===== src/hdl/gpsg_pkg.sv =====
`timescale 1ns / 1ps

package gpsg_pkg;

   // Field widths
   localparam int DIM_W      = 13;
   localparam int POS_W      = 12;
   localparam int CELL_W     = 24;
   localparam int STATUS_W   = 4;
   localparam int CSR_IDX_W  = 3;
   localparam int CSR_DATA_W = 13;
   localparam int WIN_W      = DIM_W + 2;
   localparam int MUL_W      = 2 * DIM_W;
   localparam int DIV_CNT_W  = $clog2(POS_W + 1);

   // Largest image dimension taken as is; larger sizes are clamped
   localparam int MAX_DIM = 4096;

   // Result status codes
   localparam logic [STATUS_W-1:0] ST_STARTED        = 4'd0;
   localparam logic [STATUS_W-1:0] ST_KEPT           = 4'd1;
   localparam logic [STATUS_W-1:0] ST_SKIPPED        = 4'd2;
   localparam logic [STATUS_W-1:0] ST_NO_PIXELS      = 4'd3;
   localparam logic [STATUS_W-1:0] ST_BAD_RADIUS     = 4'd4;
   localparam logic [STATUS_W-1:0] ST_BAD_STEP       = 4'd5;
   localparam logic [STATUS_W-1:0] ST_NO_ROOM        = 4'd6;
   localparam logic [STATUS_W-1:0] ST_REGION_OUTSIDE = 4'd7;
   localparam logic [STATUS_W-1:0] ST_NO_POINTS      = 4'd8;

   // Configuration register indexes
   localparam logic [CSR_IDX_W-1:0] CSR_IMAGE_WIDTH   = 3'd0;
   localparam logic [CSR_IDX_W-1:0] CSR_IMAGE_HEIGHT  = 3'd1;
   localparam logic [CSR_IDX_W-1:0] CSR_SUBSET_RADIUS = 3'd2;
   localparam logic [CSR_IDX_W-1:0] CSR_GRID_STEP     = 3'd3;
   localparam logic [CSR_IDX_W-1:0] CSR_REGION_LEFT   = 3'd4;
   localparam logic [CSR_IDX_W-1:0] CSR_REGION_TOP    = 3'd5;
   localparam logic [CSR_IDX_W-1:0] CSR_REGION_RIGHT  = 3'd6;
   localparam logic [CSR_IDX_W-1:0] CSR_REGION_BOTTOM = 3'd7;

   // Request type codes
   localparam logic REQ_START = 1'b0;
   localparam logic REQ_STEP  = 1'b1;

   typedef struct packed {
      logic req_type;
      logic point_inside;
   } req_data_type;

   typedef struct packed {
      logic [STATUS_W-1:0] status;
      logic [POS_W-1:0]    point_x;
      logic [POS_W-1:0]    point_y;
      logic [CELL_W-1:0]   cell_index;
      logic [DIM_W-1:0]    grid_columns;
      logic [DIM_W-1:0]    grid_rows;
      logic [POS_W-1:0]    origin_x;
      logic [POS_W-1:0]    origin_y;
      logic [POS_W-1:0]    next_x;
      logic [POS_W-1:0]    next_y;
      logic                done_res;
   } rsp_data_type;

   // Datapath operation selected by the controller
   typedef enum logic [3:0] {
      OP_NONE,
      OP_CHECK,
      OP_DIV_X,
      OP_DIV_Y,
      OP_MUL_X,
      OP_MUL_Y,
      OP_MUL_CELL,
      OP_ADVANCE,
      OP_MUL_NX,
      OP_MUL_NY,
      OP_FIN
   } dp_op_type;

   typedef struct packed {
      logic      accept;
      dp_op_type op;
      logic      div_go;
      logic      load_rsp;
   } dp_cmd_type;

   typedef struct packed {
      logic scan_active;
      logic refused;
      logic div_done;
   } dp_status_type;

endpackage


===== src/hdl/gpsg_div.sv =====
`timescale 1ns / 1ps

// Restoring divider, one quotient bit per cycle
module gpsg_div
   import gpsg_pkg::*;
(
   input  logic             clock,
   input  logic             reset,
   input  logic             go,
   input  logic [POS_W-1:0] dividend,
   input  logic [POS_W-1:0] divisor,
   output logic             done,
   output logic [POS_W-1:0] quotient
);

   logic [POS_W:0]       rem_ff, rem_in;
   logic [POS_W-1:0]     quo_ff, quo_in;
   logic [DIV_CNT_W-1:0] cnt_ff, cnt_in;
   logic                 done_ff, done_in;
   logic [POS_W:0]       trial;
   logic                 fits;

   // Shift in the next dividend bit and try the subtract
   assign trial = {rem_ff[POS_W-1:0], quo_ff[POS_W-1]};
   assign fits  = trial >= {1'b0, divisor};

   always_comb begin
      rem_in  = rem_ff;
      quo_in  = quo_ff;
      cnt_in  = cnt_ff;
      done_in = 1'b0;
      if (go) begin
         rem_in = '0;
         quo_in = dividend;
         cnt_in = DIV_CNT_W'(POS_W);
      end else if (cnt_ff != '0) begin
         rem_in  = fits ? trial - {1'b0, divisor} : trial;
         quo_in  = {quo_ff[POS_W-2:0], fits};
         cnt_in  = cnt_ff - 1'b1;
         done_in = (cnt_ff == DIV_CNT_W'(1));
      end
   end

   always_ff @(posedge clock) begin
      if (reset) begin
         cnt_ff  <= '0;
         done_ff <= 1'b0;
      end else begin
         cnt_ff  <= cnt_in;
         done_ff <= done_in;
      end
      rem_ff <= rem_in;
      quo_ff <= quo_in;
   end

   assign done     = done_ff;
   assign quotient = quo_ff;

endmodule


===== src/hdl/gpsg_dp.sv =====
`timescale 1ns / 1ps

// Datapath: configuration registers, scan state, window checks, divider,
// shared multiplier and the result register
module gpsg_dp
   import gpsg_pkg::*;
(
   input  logic                  clock,
   input  logic                  reset,
   input  logic                  csr_we,
   input  logic [CSR_IDX_W-1:0]  csr_index,
   input  logic [CSR_DATA_W-1:0] csr_data,
   input  req_data_type          req_data,
   input  dp_cmd_type            cmd,
   output dp_status_type         status,
   output rsp_data_type          rsp_data
);

   // Configuration registers
   logic [DIM_W-1:0]        image_width_ff, image_height_ff;
   logic [POS_W-1:0]        subset_radius_ff, grid_step_ff;
   logic signed [DIM_W-1:0] region_left_ff, region_top_ff;
   logic signed [DIM_W-1:0] region_right_ff, region_bottom_ff;

   // Scan state
   logic             scan_active_ff, scan_active_in;
   logic             region_used_ff, region_used_in;
   logic [DIM_W-1:0] col_count_ff, col_count_in;
   logic [DIM_W-1:0] row_count_ff, row_count_in;
   logic [POS_W-1:0] first_x_ff, first_x_in;
   logic [POS_W-1:0] first_y_ff, first_y_in;
   logic [DIM_W-1:0] cur_col_ff, cur_col_in;
   logic [DIM_W-1:0] cur_row_ff, cur_row_in;
   logic             any_kept_ff, any_kept_in;

   // Working registers of the transaction in flight
   logic                inside_ff, inside_in;
   logic                blank_ff, blank_in;
   logic [POS_W-1:0]    span_x_ff, span_x_in;
   logic [POS_W-1:0]    span_y_ff, span_y_in;
   logic [MUL_W-1:0]    prod_ff;
   logic [STATUS_W-1:0] st_ff, st_in;
   logic [POS_W-1:0]    px_ff, px_in, py_ff, py_in;
   logic [CELL_W-1:0]   cell_ff, cell_in;
   logic [POS_W-1:0]    nx_ff, nx_in, ny_ff, ny_in;
   logic                done_ff, done_in;
   rsp_data_type        rsp_ff, rsp_in;

   // Start checks
   logic [DIM_W-1:0]        img_w, img_h;
   logic signed [WIN_W-1:0] fx0, fy0, lx0, ly0;
   logic signed [WIN_W-1:0] rl, rt, rr, rb;
   logic signed [WIN_W-1:0] fx, fy, lx, ly;
   logic signed [WIN_W-1:0] diff_x, diff_y;
   logic                    box_valid, room_bad, clip_bad;
   logic [STATUS_W-1:0]     check_st;
   logic                    check_fail;

   // Divider and multiplier
   logic             div_done;
   logic [POS_W-1:0] div_quo;
   logic [POS_W-1:0] div_dvd;
   logic [DIM_W-1:0] mul_a, mul_b;

   // Step advance
   logic [DIM_W-1:0] col_inc, col_nxt, row_nxt;
   logic             col_wrap, scan_last, keep, kept_nxt;

   // Configuration writes
   always_ff @(posedge clock) begin
      if (reset) begin
         image_width_ff   <= '0;
         image_height_ff  <= '0;
         subset_radius_ff <= POS_W'(1);
         grid_step_ff     <= POS_W'(1);
         region_left_ff   <= '0;
         region_top_ff    <= '0;
         region_right_ff  <= '1;
         region_bottom_ff <= '1;
      end else if (csr_we) begin
         unique case (csr_index)
            CSR_IMAGE_WIDTH:   image_width_ff   <= csr_data;
            CSR_IMAGE_HEIGHT:  image_height_ff  <= csr_data;
            CSR_SUBSET_RADIUS: subset_radius_ff <= csr_data[POS_W-1:0];
            CSR_GRID_STEP:     grid_step_ff     <= csr_data[POS_W-1:0];
            CSR_REGION_LEFT:   region_left_ff   <= csr_data;
            CSR_REGION_TOP:    region_top_ff    <= csr_data;
            CSR_REGION_RIGHT:  region_right_ff  <= csr_data;
            CSR_REGION_BOTTOM: region_bottom_ff <= csr_data;
            default: ;
         endcase
      end
   end

   // Safe window one radius inside the image, clipped to a valid region box
   always_comb begin
      img_w = (image_width_ff > DIM_W'(MAX_DIM)) ? DIM_W'(MAX_DIM) : image_width_ff;
      img_h = (image_height_ff > DIM_W'(MAX_DIM)) ? DIM_W'(MAX_DIM) : image_height_ff;
      fx0 = $signed({{(WIN_W-POS_W){1'b0}}, subset_radius_ff});
      fy0 = fx0;
      lx0 = $signed({2'b00, img_w}) - WIN_W'(1) - fx0;
      ly0 = $signed({2'b00, img_h}) - WIN_W'(1) - fy0;
      rl  = WIN_W'(region_left_ff);
      rt  = WIN_W'(region_top_ff);
      rr  = WIN_W'(region_right_ff);
      rb  = WIN_W'(region_bottom_ff);
      box_valid = (region_right_ff >= region_left_ff) &&
                  (region_bottom_ff >= region_top_ff);
      room_bad  = (lx0 < fx0) || (ly0 < fy0);
      fx = fx0;
      fy = fy0;
      lx = lx0;
      ly = ly0;
      if (box_valid) begin
         fx = (rl > fx0) ? rl : fx0;
         fy = (rt > fy0) ? rt : fy0;
         lx = (rr < lx0) ? rr : lx0;
         ly = (rb < ly0) ? rb : ly0;
      end
      clip_bad = box_valid && ((lx < fx) || (ly < fy));
      diff_x   = lx - fx;
      diff_y   = ly - fy;
   end

   // Refusal codes in order of the checks
   always_comb begin
      check_fail = 1'b1;
      check_st   = ST_STARTED;
      priority if (img_w == '0 || img_h == '0) begin
         check_st = ST_NO_PIXELS;
      end else if (subset_radius_ff == '0) begin
         check_st = ST_BAD_RADIUS;
      end else if (grid_step_ff == '0) begin
         check_st = ST_BAD_STEP;
      end else if (room_bad) begin
         check_st = ST_NO_ROOM;
      end else if (clip_bad) begin
         check_st = ST_REGION_OUTSIDE;
      end else begin
         check_fail = 1'b0;
      end
   end

   // Column and row counts come from one shared divider
   assign div_dvd = (cmd.op == OP_DIV_Y) ? span_y_ff : span_x_ff;

   gpsg_div u_div (
      .clock    (clock),
      .reset    (reset),
      .go       (cmd.div_go),
      .dividend (div_dvd),
      .divisor  (grid_step_ff),
      .done     (div_done),
      .quotient (div_quo)
   );

   // Shared multiplier operands; product registered every cycle
   always_comb begin
      mul_a = '0;
      mul_b = '0;
      unique case (cmd.op)
         OP_MUL_X, OP_MUL_NX: begin
            mul_a = cur_col_ff;
            mul_b = DIM_W'(grid_step_ff);
         end
         OP_MUL_Y, OP_MUL_NY: begin
            mul_a = cur_row_ff;
            mul_b = DIM_W'(grid_step_ff);
         end
         OP_MUL_CELL: begin
            mul_a = cur_row_ff;
            mul_b = col_count_ff;
         end
         default: ;
      endcase
   end

   // Raster advance of the candidate
   always_comb begin
      col_inc   = cur_col_ff + DIM_W'(1);
      col_wrap  = col_inc >= col_count_ff;
      col_nxt   = col_wrap ? '0 : col_inc;
      row_nxt   = col_wrap ? cur_row_ff + DIM_W'(1) : cur_row_ff;
      scan_last = row_nxt >= row_count_ff;
      keep      = !region_used_ff || inside_ff;
      kept_nxt  = any_kept_ff || keep;
   end

   // Next-state logic of the datapath
   always_comb begin
      scan_active_in = scan_active_ff;
      region_used_in = region_used_ff;
      col_count_in   = col_count_ff;
      row_count_in   = row_count_ff;
      first_x_in     = first_x_ff;
      first_y_in     = first_y_ff;
      cur_col_in     = cur_col_ff;
      cur_row_in     = cur_row_ff;
      any_kept_in    = any_kept_ff;
      inside_in      = inside_ff;
      blank_in       = blank_ff;
      span_x_in      = span_x_ff;
      span_y_in      = span_y_ff;
      st_in          = st_ff;
      px_in          = px_ff;
      py_in          = py_ff;
      cell_in        = cell_ff;
      nx_in          = nx_ff;
      ny_in          = ny_ff;
      done_in        = done_ff;

      // A step while no scan runs answers at once
      if (cmd.accept) begin
         inside_in = req_data.point_inside;
         if (req_data.req_type == REQ_STEP && !scan_active_ff) begin
            st_in    = ST_NO_POINTS;
            blank_in = 1'b1;
            done_in  = 1'b1;
            px_in    = '0;
            py_in    = '0;
            cell_in  = '0;
            nx_in    = '0;
            ny_in    = '0;
         end
      end

      unique case (cmd.op)
         OP_CHECK: begin
            scan_active_in = 1'b0;
            px_in   = '0;
            py_in   = '0;
            cell_in = '0;
            nx_in   = '0;
            ny_in   = '0;
            if (check_fail) begin
               st_in    = check_st;
               blank_in = 1'b1;
               done_in  = 1'b1;
            end else begin
               blank_in       = 1'b0;
               done_in        = 1'b0;
               region_used_in = box_valid;
               first_x_in     = fx[POS_W-1:0];
               first_y_in     = fy[POS_W-1:0];
               span_x_in      = diff_x[POS_W-1:0];
               span_y_in      = diff_y[POS_W-1:0];
            end
         end
         OP_DIV_X: begin
            if (div_done) begin
               col_count_in = DIM_W'(div_quo) + DIM_W'(1);
            end
         end
         OP_DIV_Y: begin
            if (div_done) begin
               row_count_in   = DIM_W'(div_quo) + DIM_W'(1);
               cur_col_in     = '0;
               cur_row_in     = '0;
               any_kept_in    = 1'b0;
               scan_active_in = 1'b1;
               st_in          = ST_STARTED;
               nx_in          = first_x_ff;
               ny_in          = first_y_ff;
            end
         end
         OP_MUL_Y: begin
            px_in = first_x_ff + prod_ff[POS_W-1:0];
         end
         OP_MUL_CELL: begin
            py_in = first_y_ff + prod_ff[POS_W-1:0];
         end
         OP_ADVANCE: begin
            cell_in     = prod_ff[CELL_W-1:0] + CELL_W'(cur_col_ff);
            any_kept_in = kept_nxt;
            cur_col_in  = col_nxt;
            cur_row_in  = row_nxt;
            blank_in    = 1'b0;
            nx_in       = '0;
            ny_in       = '0;
            done_in     = scan_last;
            if (scan_last) begin
               scan_active_in = 1'b0;
            end
            if (scan_last && !kept_nxt) begin
               st_in = ST_NO_POINTS;
            end else begin
               st_in = keep ? ST_KEPT : ST_SKIPPED;
            end
         end
         OP_MUL_NY: begin
            nx_in = first_x_ff + prod_ff[POS_W-1:0];
         end
         OP_FIN: begin
            ny_in = first_y_ff + prod_ff[POS_W-1:0];
         end
         OP_NONE, OP_MUL_X, OP_MUL_NX: ;
         default: ;
      endcase
   end

   // Result register contents
   always_comb begin
      rsp_in.status       = st_ff;
      rsp_in.point_x      = px_ff;
      rsp_in.point_y      = py_ff;
      rsp_in.cell_index   = cell_ff;
      rsp_in.grid_columns = blank_ff ? '0 : col_count_ff;
      rsp_in.grid_rows    = blank_ff ? '0 : row_count_ff;
      rsp_in.origin_x     = blank_ff ? '0 : first_x_ff;
      rsp_in.origin_y     = blank_ff ? '0 : first_y_ff;
      rsp_in.next_x       = nx_ff;
      rsp_in.next_y       = ny_ff;
      rsp_in.done_res     = done_ff;
   end

   always_ff @(posedge clock) begin
      if (reset) begin
         scan_active_ff <= 1'b0;
         region_used_ff <= 1'b0;
         col_count_ff   <= '0;
         row_count_ff   <= '0;
         first_x_ff     <= '0;
         first_y_ff     <= '0;
         cur_col_ff     <= '0;
         cur_row_ff     <= '0;
         any_kept_ff    <= 1'b0;
         blank_ff       <= 1'b0;
      end else begin
         scan_active_ff <= scan_active_in;
         region_used_ff <= region_used_in;
         col_count_ff   <= col_count_in;
         row_count_ff   <= row_count_in;
         first_x_ff     <= first_x_in;
         first_y_ff     <= first_y_in;
         cur_col_ff     <= cur_col_in;
         cur_row_ff     <= cur_row_in;
         any_kept_ff    <= any_kept_in;
         blank_ff       <= blank_in;
      end
      inside_ff <= inside_in;
      span_x_ff <= span_x_in;
      span_y_ff <= span_y_in;
      prod_ff   <= mul_a * mul_b;
      st_ff     <= st_in;
      px_ff     <= px_in;
      py_ff     <= py_in;
      cell_ff   <= cell_in;
      nx_ff     <= nx_in;
      ny_ff     <= ny_in;
      done_ff   <= done_in;
      if (cmd.load_rsp) begin
         rsp_ff <= rsp_in;
      end
   end

   assign status.scan_active = scan_active_ff;
   assign status.refused     = blank_ff;
   assign status.div_done    = div_done;
   assign rsp_data           = rsp_ff;

endmodule


===== src/hdl/gpsg_ctrl.sv =====
`timescale 1ns / 1ps

// Controller: sequences start and step transactions through the datapath
module gpsg_ctrl
   import gpsg_pkg::*;
(
   input  logic          clock,
   input  logic          reset,
   input  logic          req_valid,
   input  logic          req_is_step,
   output logic          req_stall,
   output logic          rsp_valid,
   input  logic          rsp_stall,
   input  dp_status_type status,
   output dp_cmd_type    cmd
);

   typedef enum logic [13:0] {
      S_IDLE     = 14'b00000000000001,
      S_CHECK    = 14'b00000000000010,
      S_DIVX_GO  = 14'b00000000000100,
      S_DIVX_RUN = 14'b00000000001000,
      S_DIVY_GO  = 14'b00000000010000,
      S_DIVY_RUN = 14'b00000000100000,
      S_MUL_X    = 14'b00000001000000,
      S_MUL_Y    = 14'b00000010000000,
      S_MUL_CELL = 14'b00000100000000,
      S_ADVANCE  = 14'b00001000000000,
      S_MUL_NX   = 14'b00010000000000,
      S_MUL_NY   = 14'b00100000000000,
      S_FIN      = 14'b01000000000000,
      S_RESULT   = 14'b10000000000000
   } state_type;

   state_type state_ff, state_in;
   logic      rsp_valid_ff, rsp_valid_in;
   logic      out_free;

   // Result register can take a new transaction
   assign out_free = !rsp_valid_ff || !rsp_stall;

   always_comb begin
      state_in     = state_ff;
      cmd.accept   = 1'b0;
      cmd.op       = OP_NONE;
      cmd.div_go   = 1'b0;
      cmd.load_rsp = 1'b0;
      unique case (state_ff)
         S_IDLE: begin
            if (req_valid) begin
               cmd.accept = 1'b1;
               if (!req_is_step) begin
                  state_in = S_CHECK;
               end else if (status.scan_active) begin
                  state_in = S_MUL_X;
               end else begin
                  state_in = S_RESULT;
               end
            end
         end
         S_CHECK: begin
            cmd.op   = OP_CHECK;
            state_in = S_DIVX_GO;
         end
         S_DIVX_GO: begin
            cmd.op = OP_DIV_X;
            if (status.refused) begin
               state_in = S_RESULT;
            end else begin
               cmd.div_go = 1'b1;
               state_in   = S_DIVX_RUN;
            end
         end
         S_DIVX_RUN: begin
            cmd.op = OP_DIV_X;
            if (status.div_done) begin
               state_in = S_DIVY_GO;
            end
         end
         S_DIVY_GO: begin
            cmd.op     = OP_DIV_Y;
            cmd.div_go = 1'b1;
            state_in   = S_DIVY_RUN;
         end
         S_DIVY_RUN: begin
            cmd.op = OP_DIV_Y;
            if (status.div_done) begin
               state_in = S_RESULT;
            end
         end
         S_MUL_X: begin
            cmd.op   = OP_MUL_X;
            state_in = S_MUL_Y;
         end
         S_MUL_Y: begin
            cmd.op   = OP_MUL_Y;
            state_in = S_MUL_CELL;
         end
         S_MUL_CELL: begin
            cmd.op   = OP_MUL_CELL;
            state_in = S_ADVANCE;
         end
         S_ADVANCE: begin
            cmd.op   = OP_ADVANCE;
            state_in = S_MUL_NX;
         end
         S_MUL_NX: begin
            // scan over after the advance: no next candidate to place
            cmd.op   = OP_MUL_NX;
            state_in = status.scan_active ? S_MUL_NY : S_RESULT;
         end
         S_MUL_NY: begin
            cmd.op   = OP_MUL_NY;
            state_in = S_FIN;
         end
         S_FIN: begin
            cmd.op   = OP_FIN;
            state_in = S_RESULT;
         end
         S_RESULT: begin
            if (out_free) begin
               cmd.load_rsp = 1'b1;
               state_in     = S_IDLE;
            end
         end
         default: begin
            state_in = S_IDLE;
         end
      endcase
   end

   // Output valid: set on load, cleared once the transaction is taken
   assign rsp_valid_in = cmd.load_rsp ? 1'b1 : (rsp_valid_ff && rsp_stall);

   always_ff @(posedge clock) begin
      if (reset) begin
         state_ff     <= S_IDLE;
         rsp_valid_ff <= 1'b0;
      end else begin
         state_ff     <= state_in;
         rsp_valid_ff <= rsp_valid_in;
      end
   end

   assign req_stall = (state_ff != S_IDLE);
   assign rsp_valid = rsp_valid_ff;

endmodule


===== src/hdl/grid_point_scan_generator_top.sv =====
// Transactions: a start runs two 12-bit divisions on one bit-serial divider, a step
// uses one shared multiplier five times, a final step places no next candidate, and a
// refused start or a step with no scan running skips the arithmetic.
// One transaction in flight; the next is accepted the cycle after its result is loaded.
// Synchronous active-high reset: scan idle, registers at their reset values.
`timescale 1ns / 1ps

module grid_point_scan_generator_top
   import gpsg_pkg::*;
(
   input  logic                  clock,
   input  logic                  reset,
   input  logic                  req_valid,
   output logic                  req_stall,
   input  req_data_type          req_data,
   output logic                  rsp_valid,
   input  logic                  rsp_stall,
   output rsp_data_type          rsp_data,
   input  logic                  csr_valid,
   output logic                  csr_ready,
   input  logic [CSR_IDX_W-1:0]  csr_index,
   input  logic [CSR_DATA_W-1:0] csr_data
);

   dp_cmd_type    cmd;
   dp_status_type status;

   // Register writes are always taken
   assign csr_ready = 1'b1;

   gpsg_ctrl u_ctrl (
      .clock       (clock),
      .reset       (reset),
      .req_valid   (req_valid),
      .req_is_step (req_data.req_type),
      .req_stall   (req_stall),
      .rsp_valid   (rsp_valid),
      .rsp_stall   (rsp_stall),
      .status      (status),
      .cmd         (cmd)
   );

   gpsg_dp u_dp (
      .clock     (clock),
      .reset     (reset),
      .csr_we    (csr_valid),
      .csr_index (csr_index),
      .csr_data  (csr_data),
      .req_data  (req_data),
      .cmd       (cmd),
      .status    (status),
      .rsp_data  (rsp_data)
   );

endmodule


===== config.mk =====
export PLATFORM = sky130hd
export DESIGN_NAME = grid_point_scan_generator_top
export DESIGN_NICKNAME = d
export VERILOG_FILES = /design/src/hdl/gpsg_pkg.sv /design/src/hdl/gpsg_div.sv /design/src/hdl/gpsg_dp.sv /design/src/hdl/gpsg_ctrl.sv /design/src/hdl/grid_point_scan_generator_top.sv
export SDC_FILE = /design/constraint.sdc
export NUM_CORES = 2
export LEC_CHECK = 0
export BUFFER_PORTS_ARGS = -buffer_cell sky130_fd_sc_hd__buf_4
export CORE_MARGIN = 2
export CORE_UTILIZATION = 60
export CTS_BUF_LIST = sky130_fd_sc_hd__clkbuf_8
export DETAILED_ROUTE_END_ITERATION = 6
export PLACE_DENSITY_LB_ADDON = 0.25
export SYNTH_ARGS = -nofsm -noshare
export SYNTH_HDL_FRONTEND = slang
export SYNTH_SLANG_ARGS = --single-unit

===== constraint.sdc =====
create_clock -name clock -period 17.53 [get_ports clock]
set_clock_uncertainty 0.1 [all_clocks]
set_input_delay 3.506 -clock clock [delete_from_list [all_inputs] [get_ports clock]]
set_output_delay 3.506 -clock clock [all_outputs]
set_load 0.03 [all_outputs]

=== After elaboration in Yosys (flattened, before gate mapping) ===
Cells that the tools add are included.
Widths: inputs -> output; s select.

* Register bits: 479
* Bits of input ports: 23
* Output and inout bits: 130

* Add/subtract/negate cells: 14
* Bitwise operators: 2
* Magnitude comparators: 15
* Reductions and logical operators: 56
* Mux-type cells: 82
* Multipliers: 1
* Equal/unequal tests: 39

{| class="wikitable"
|+ Operator list
! kind !! count
|-
| $pmux 14 s14 || 1
|-
| $mux 12 || 12
|-
| $mux 15 || 8
|-
| $mux 14 || 8
|-
| $pmux 13 s2 || 4
|-
| $pmux 12 s3 || 2
|-
| $mux 13 || 5
|-
| $ge 13x13->1 || 4
|-
| $mux 24 || 2
|-
| $pmux 12 s2 || 2
|-
| $pmux 24 s2 || 1
|-
| $mux 4 || 11
|-
| $pmux 4 s10 || 1
|-
| $sub 12x12->12 || 3
|-
| $lt 13x15->1 || 2
|-
| $lt 15x13->1 || 2
|-
| $lt 15x15->1 || 2
|-
| $reduce_and 2->1 || 15
|-
| $sub 15x13->15 || 2
|-
| $sub 13x1->14 const B || 2
|-
| $add 13x1->13 const B || 2
|-
| $gt 13x13->1 || 2
|-
| $gt 13x13->1 const B || 2
|-
| $logic_not 13->1 || 2
|-
| other kinds (50) || 112
|}

=== Longest topological paths before layout ===
* Word-level depth: 17
* Gate-level depth with buffers: 39
* Depth with buffers taken out: 36

=== Cells and area by module ===
Synthesis repeated with hierarchy kept, for this count alone.

* Cells, all modules: 3423
* Area, all modules: 32124.6 µm²

{| class="wikitable"
|+ By module, submodules not included
! module !! cells each !! area each (µm²) !! times used
|-
| gpsg_dp || 3098 || 29168.0 || 1
|-
| gpsg_div || 205 || 1946.9 || 1
|-
| gpsg_ctrl || 118 || 998.5 || 1
|-
| grid_point_scan_generator_top || 2 || 11.3 || 1
|}

=== Worst setup path after synthesis ===
Ideal clock, no wire load.

* Path kind: input to register
* Start: input rsp_stall
* End: register u_dp.rsp_ff, in the netlist u_dp.rsp_data[0] (enable)
* Data required time: 16775 ps
* Data arrival time: 9486 ps
* Setup time: 655 ps
* Path slack: 7289 ps
* Cell stages on the path: 1
* Path through: a21oi_1

* Cells in the longest elaborated chain, start to end: 4

{| class="wikitable"
|+ Ends and longest elaborated chain
! element !! line !! source
|-
| start, declared || grid_point_scan_generator_top.sv:17 || <nowiki>input logic rsp_stall,</nowiki>
|-
| $logic_not 1->1 || gpsg_ctrl.sv:40 || <nowiki>assign out_free = !rsp_valid_ff || !rsp_stall;</nowiki>
|-
| $logic_or 1x1->1 || gpsg_ctrl.sv:40 ||
|-
| $mux 1 || gpsg_ctrl.sv:121 || <nowiki>if (out_free) begin</nowiki>
|-
| $mux 1 || gpsg_ctrl.sv:48 || <nowiki>unique case (state_ff)</nowiki>
|-
| end signal, assigned || gpsg_dp.sv:352 || <nowiki>rsp_ff <= rsp_in;</nowiki>
|-
| end, declared || gpsg_dp.sv:47 || <nowiki>rsp_data_type rsp_ff, rsp_in;</nowiki>
|}

No other way between the ends.
A chain may end at the register's enable or synchronous reset.

=== Worst setup path after layout ===
* Start: register u_dp.image_width_ff[6]
* End: register u_dp.done_ff, data pin

* Cells in the longest elaborated chain, start to end: 17
* Elaborated cells between the ends (all ways): 21

{| class="wikitable"
|+ Ends and longest elaborated chain
! element !! line !! source
|-
| start, declared || gpsg_dp.sv:20 || <nowiki>logic [DIM_W-1:0] image_width_ff, image_height_ff;</nowiki>
|-
| start signal, assigned || gpsg_dp.sv:82 || <nowiki>CSR_IMAGE_WIDTH: image_width_ff <= csr_data;</nowiki>
|-
| $gt 13x13->1 || gpsg_dp.sv:97 || <nowiki>img_w = (image_width_ff > DIM_W'(MAX_DIM)) ? DIM_W'(MAX_DIM) : image_width_ff;</nowiki>
|-
| $mux 13 (*) || gpsg_dp.sv:97 ||
|-
| $sub 13x1->14 || gpsg_dp.sv:101 || <nowiki>lx0 = $signed({2'b00, img_w}) - WIN_W'(1) - fx0;</nowiki>
|-
| $sub 15x13->15 || gpsg_dp.sv:101 ||
|-
| $lt 13x15->1 || gpsg_dp.sv:117 || <nowiki>lx = (rr < lx0) ? rr : lx0;</nowiki>
|-
| $mux 15 || gpsg_dp.sv:117 ||
|-
| $mux 15 || gpsg_dp.sv:114 || <nowiki>if (box_valid) begin</nowiki>
|-
| $lt 15x15->1 || gpsg_dp.sv:120 || <nowiki>clip_bad = box_valid && ((lx < fx) || (ly < fy));</nowiki>
|-
| (+2 left out) || -- ||
|-
| $mux 1 || gpsg_dp.sv:137 || <nowiki>end else if (clip_bad) begin</nowiki>
|-
| $mux 1 || gpsg_dp.sv:135 || <nowiki>end else if (room_bad) begin</nowiki>
|-
| $mux 1 || gpsg_dp.sv:133 || <nowiki>end else if (grid_step_ff == '0) begin</nowiki>
|-
| $mux 1 || gpsg_dp.sv:131 || <nowiki>end else if (subset_radius_ff == '0) begin</nowiki>
|-
| $mux 1 (*) || gpsg_dp.sv:129 || <nowiki>priority if (img_w == '0 || img_h == '0) begin</nowiki>
|-
| $mux 1 (*) || gpsg_dp.sv:235 || <nowiki>if (check_fail) begin</nowiki>
|-
| $pmux 1 s2 (*) || gpsg_dp.sv:227 || <nowiki>unique case (cmd.op)</nowiki>
|-
| via u_dp.done_in || gpsg_dp.sv:46 || <nowiki>logic done_ff, done_in;</nowiki>
|-
| end signal, assigned || gpsg_dp.sv:350 || <nowiki>done_ff <= done_in;</nowiki>
|-
| end, declared || gpsg_dp.sv:46 ||
|}

Mark *: on every way through the listed nets, which the timed path passes. The rest lies on a longest branch.

==> metrics.md <==
| Metric | Value |
|---|---|
| Arr. time, crit path | ~11 ns |
| Pwr per Cell Area | a little under 90 nW/um2 |
| Worst R2R Start | u_dp.image_width_ff[6] |
| Hold Vio Cnt, Final | 0 |
| Hold Buf Count CTS | 0 |
| Initial Util | 0.607 |
| Final GP Congestion | between 0.9 and 1 |
| Period utilisation layout | 0.597 |
| TritonCTS buffer count | between 80 and 90 |
| RSZ-0062 raised after global routing | no |
| Depth of the CTS H-tree | 3 |
| Drt pass-1 iters | 6 |
| CP startpoint | u_dp.image_width_ff[6] |
| Post-Route WL | 94100 um |
| Via count | 26800 |
| HP Start | u_dp.cell_ff[5] |
| Sequential area share after synthesis | 0.367 |
| CP endpoint kind | flip-flop |
| Die area | around 55000 um2 |
| Syn avg cell area | approximately 9.1 um2 |
| Die Span Y | 235 um |
| Synth top area share | 0.200 |
| Register area | approximately 12000 um2 |
| Number of port buffers | around 150 |
| Crit path launch type | flip-flop |
| Hold Path Class | reg -> reg |
| Most common cell in the netlist | nand2_1 |
| Critical Path Fanout Max | 48 |
| Max Cap Viol | 0 |
| Max clock buf depth | 3 |
| Cell variety after synth | just over 80 |
| Fin Setup TNS | 0 ns |
| Synth Cell Area | about 32000 um2 |
| CTS tree | yes |
| # IOs | about 150 |
| Synth top area cells | edfxtp_1 (20%), dfxtp_1 (17%), ha_1 (12%) |
| CP Data Required Time | 17.82 ns |
| Overall power | 3.05 mW |
| Slowest stage cell, crit path | nor2_4 |
| Fraction of layout cells with a size suffix above 1 | 0.104 |
| Min Tclk post-route | ~10 ns |
| Area of the multi-input gates | approximately 18000 um2 |
| Rel. slew slack | 0.155 |
| Core Area | 52600 um2 |
| Peak VDD IR | ~0.12 mV |
| PostCTS Resize Cnt | 0 |
| Least-Margin Pin Slew | 1.27 ns |
| Clock-pin slew on the worst setup and hold paths | approximately 0.060 ns |
| Global-route wire length before repair | roughly 150000 um |
| Area growth syn-to-layout | 10.5% |
| Via-to-Cell Ratio | about 6.1 |
| Final HPWL DP | slightly above 70000 um |
| Grt ovf | 0 |
| FILL cells | between 4000 and 5000 |
| Design Area, Final | ~35000 um2 |
| Post-route DRC violation count | 0 |
| Post-route ant nets | 0 |
| Vias in the first global route | about 26000 |
| EDFF count, synth | 213 |
| Cell taking the most area after synthesis | edfxtp_1 |
| Overall die width | 235 um |
| Pleak | 14.5 nW |
| Critical path class | reg -> reg |
| Synth Flop Type | dfxtp_1 |
| Largest net degree at the start of global routing | roughly 100 |
| Synthesized flop and latch total | between 400 and 500 |
| Post-CTS setup buffer count | 0 |
| Initial DRC count | between 2000 and 3000 |
| Ys Warns | 0 |
| Nets | 4063 |
| DP Area | roughly 34000 um2 |
| Finish-stage setup viols | 0 |
| Synth top cells by count | nand2_1 (449), nor2_1 (316), inv_1 (313), ha_1 (298), dfxtp_1 (266) |
| Slowest stage delay, CP | 0.92 ns |
| Synth async-reset ratio | 0 |
| Fmax achieved | ~96 MHz |
| GRT Resource Usage Total | 0.337 |
| Root buffer cell | clkbuf_8 |
| CTS sink cnt | ~480 |
| WL/cell | roughly 22 um |
| Status | finished, final reports clean |
| Initial antenna violation count | 1 |
| Placement Rows | 84 |
| Later-pin clock latency in the skew report | around 0.70 ns |
| Post-Syn Instances | about 3500 |
| Pins Over Slew Limit | 0 |
per-stage QoR:
stage                     worst slack, ns  std cells   util  hold WS, ns
after global placement               7.32       4216  0.638        0.301
after global routing                 6.48       4373  0.671        0.319
after floorplan                      7.29       3504      -        0.300
final                                7.07       4374  0.671        0.317
after CTS                            7.19       4372  0.671        0.317
after detailed placement             7.27       4216  0.638        0.305
worst paths after layout:
check,to,slack [ns],cells past startpoint
max,u_dp.done_ff,7.07,34
min,u_dp.rsp_data[80],0.32,0
max reg2reg,u_dp.done_ff,7.07,34
min reg2reg,u_dp.rsp_data[80],0.32,0
cell type report:
| type | count | share of cell area |
|---|---|---|
| clock buffer | 90 | 0.0351 |
| sequential | 479 | 0.332 |
| inverter | 313 | 0.0333 |
| antenna | 2 | 0.000142 |
| timing repair buffer | 178 | 0.0379 |
| tap | 688 | 0.0244 |
| multi-input combinational | 2558 | 0.523 |
| clock inverter | 66 | 0.0136 |
report_power, final:
part / total [mW] / internal [mW] / switching [mW]
Combinational: 0.707 / 0.278 / 0.429
Clock: 1.05 / 0.558 / 0.494
Sequential: 1.30 / 1.24 / 0.0555
state kept, by name, summed over array words and instances, names as in the netlist, 13 cells and up:
name,count
u_dp.rsp_data,127
u_dp.cell_ff,24
u_dp.prod_ff,24
u_ctrl.state_ff,14
u_dp.col_count_ff,13
u_dp.cur_col_ff,13
u_dp.cur_row_ff,13
u_dp.image_height_ff,13
u_dp.image_width_ff,13
u_dp.region_bottom_ff,13
u_dp.region_left_ff,13
u_dp.region_right_ff,13
u_dp.region_top_ff,13
u_dp.row_count_ff,13
routing by layer:
metal | vias to the layer above | part of all wire | GRT usage
met1 | 12900 | 0.42 | 0.470
li1 | 12400 | - | -
met2 | 1322 | 0.44 | 0.507
met5 | - | 0 | 0
met4 | 0 | 0.045 | 0.152
met3 | 237 | 0.097 | 0.0708
worst max-delay path, delay by kind of cell, from the launching register on:
| family | cells | cell delay, ns |
|---|---|---|
| multiplexers | 1 | 0.42 |
| XOR/XNOR | 2 | 0.36 |
| adder cells (fa/ha/maj) | 4 | 1.35 |
| AND/OR/NAND/NOR | 7 | 2.95 |
| buffers and inverters | 1 | 0.08 |
| AO/OA/AOI/OAI | 19 | 4.45 |
| flip-flops | 1 | 0.38 |
cell usage in the layout, fill, tap and decap left out, drive strengths merged, types with 24 or more instances in the layout:
| master | instances |
|---|---|
| a21oi | 263 |
| a22oi | 39 |
| buf | 178 |
| mux2 | 30 |
| inv | 337 |
| nor2b | 56 |
| edfxtp | 213 |
| o21a | 30 |
| o211ai | 29 |
| mux2i | 40 |
| nor3 | 65 |
| a21o | 49 |
| nor2 | 318 |
| ha | 298 |
| and3 | 29 |
| nand2 | 449 |
| nand3 | 93 |
| a211oi | 51 |
| clkbuf | 90 |
| a31oi | 24 |
| clkinv | 32 |
| nand2b | 40 |
| dfxtp | 266 |
| xor2 | 43 |
| fa | 128 |
| xnor2 | 97 |
| o21ai | 108 |
logic make-up (layout without fill, tap and decap cells):
family	after synthesis	after routing	synth area share
flip-flops	479	479	0.367
buffers and inverters	467	647	0.0564
other	1	9	0.000117
XOR/XNOR	140	140	0.0384
multiplexers	70	70	0.0235
AND/OR/NAND/NOR	1199	1199	0.175
adder cells (fa/ha/maj)	427	427	0.197
AO/OA/AOI/OAI	715	715	0.142
Power figures use the tool's default switching activity.
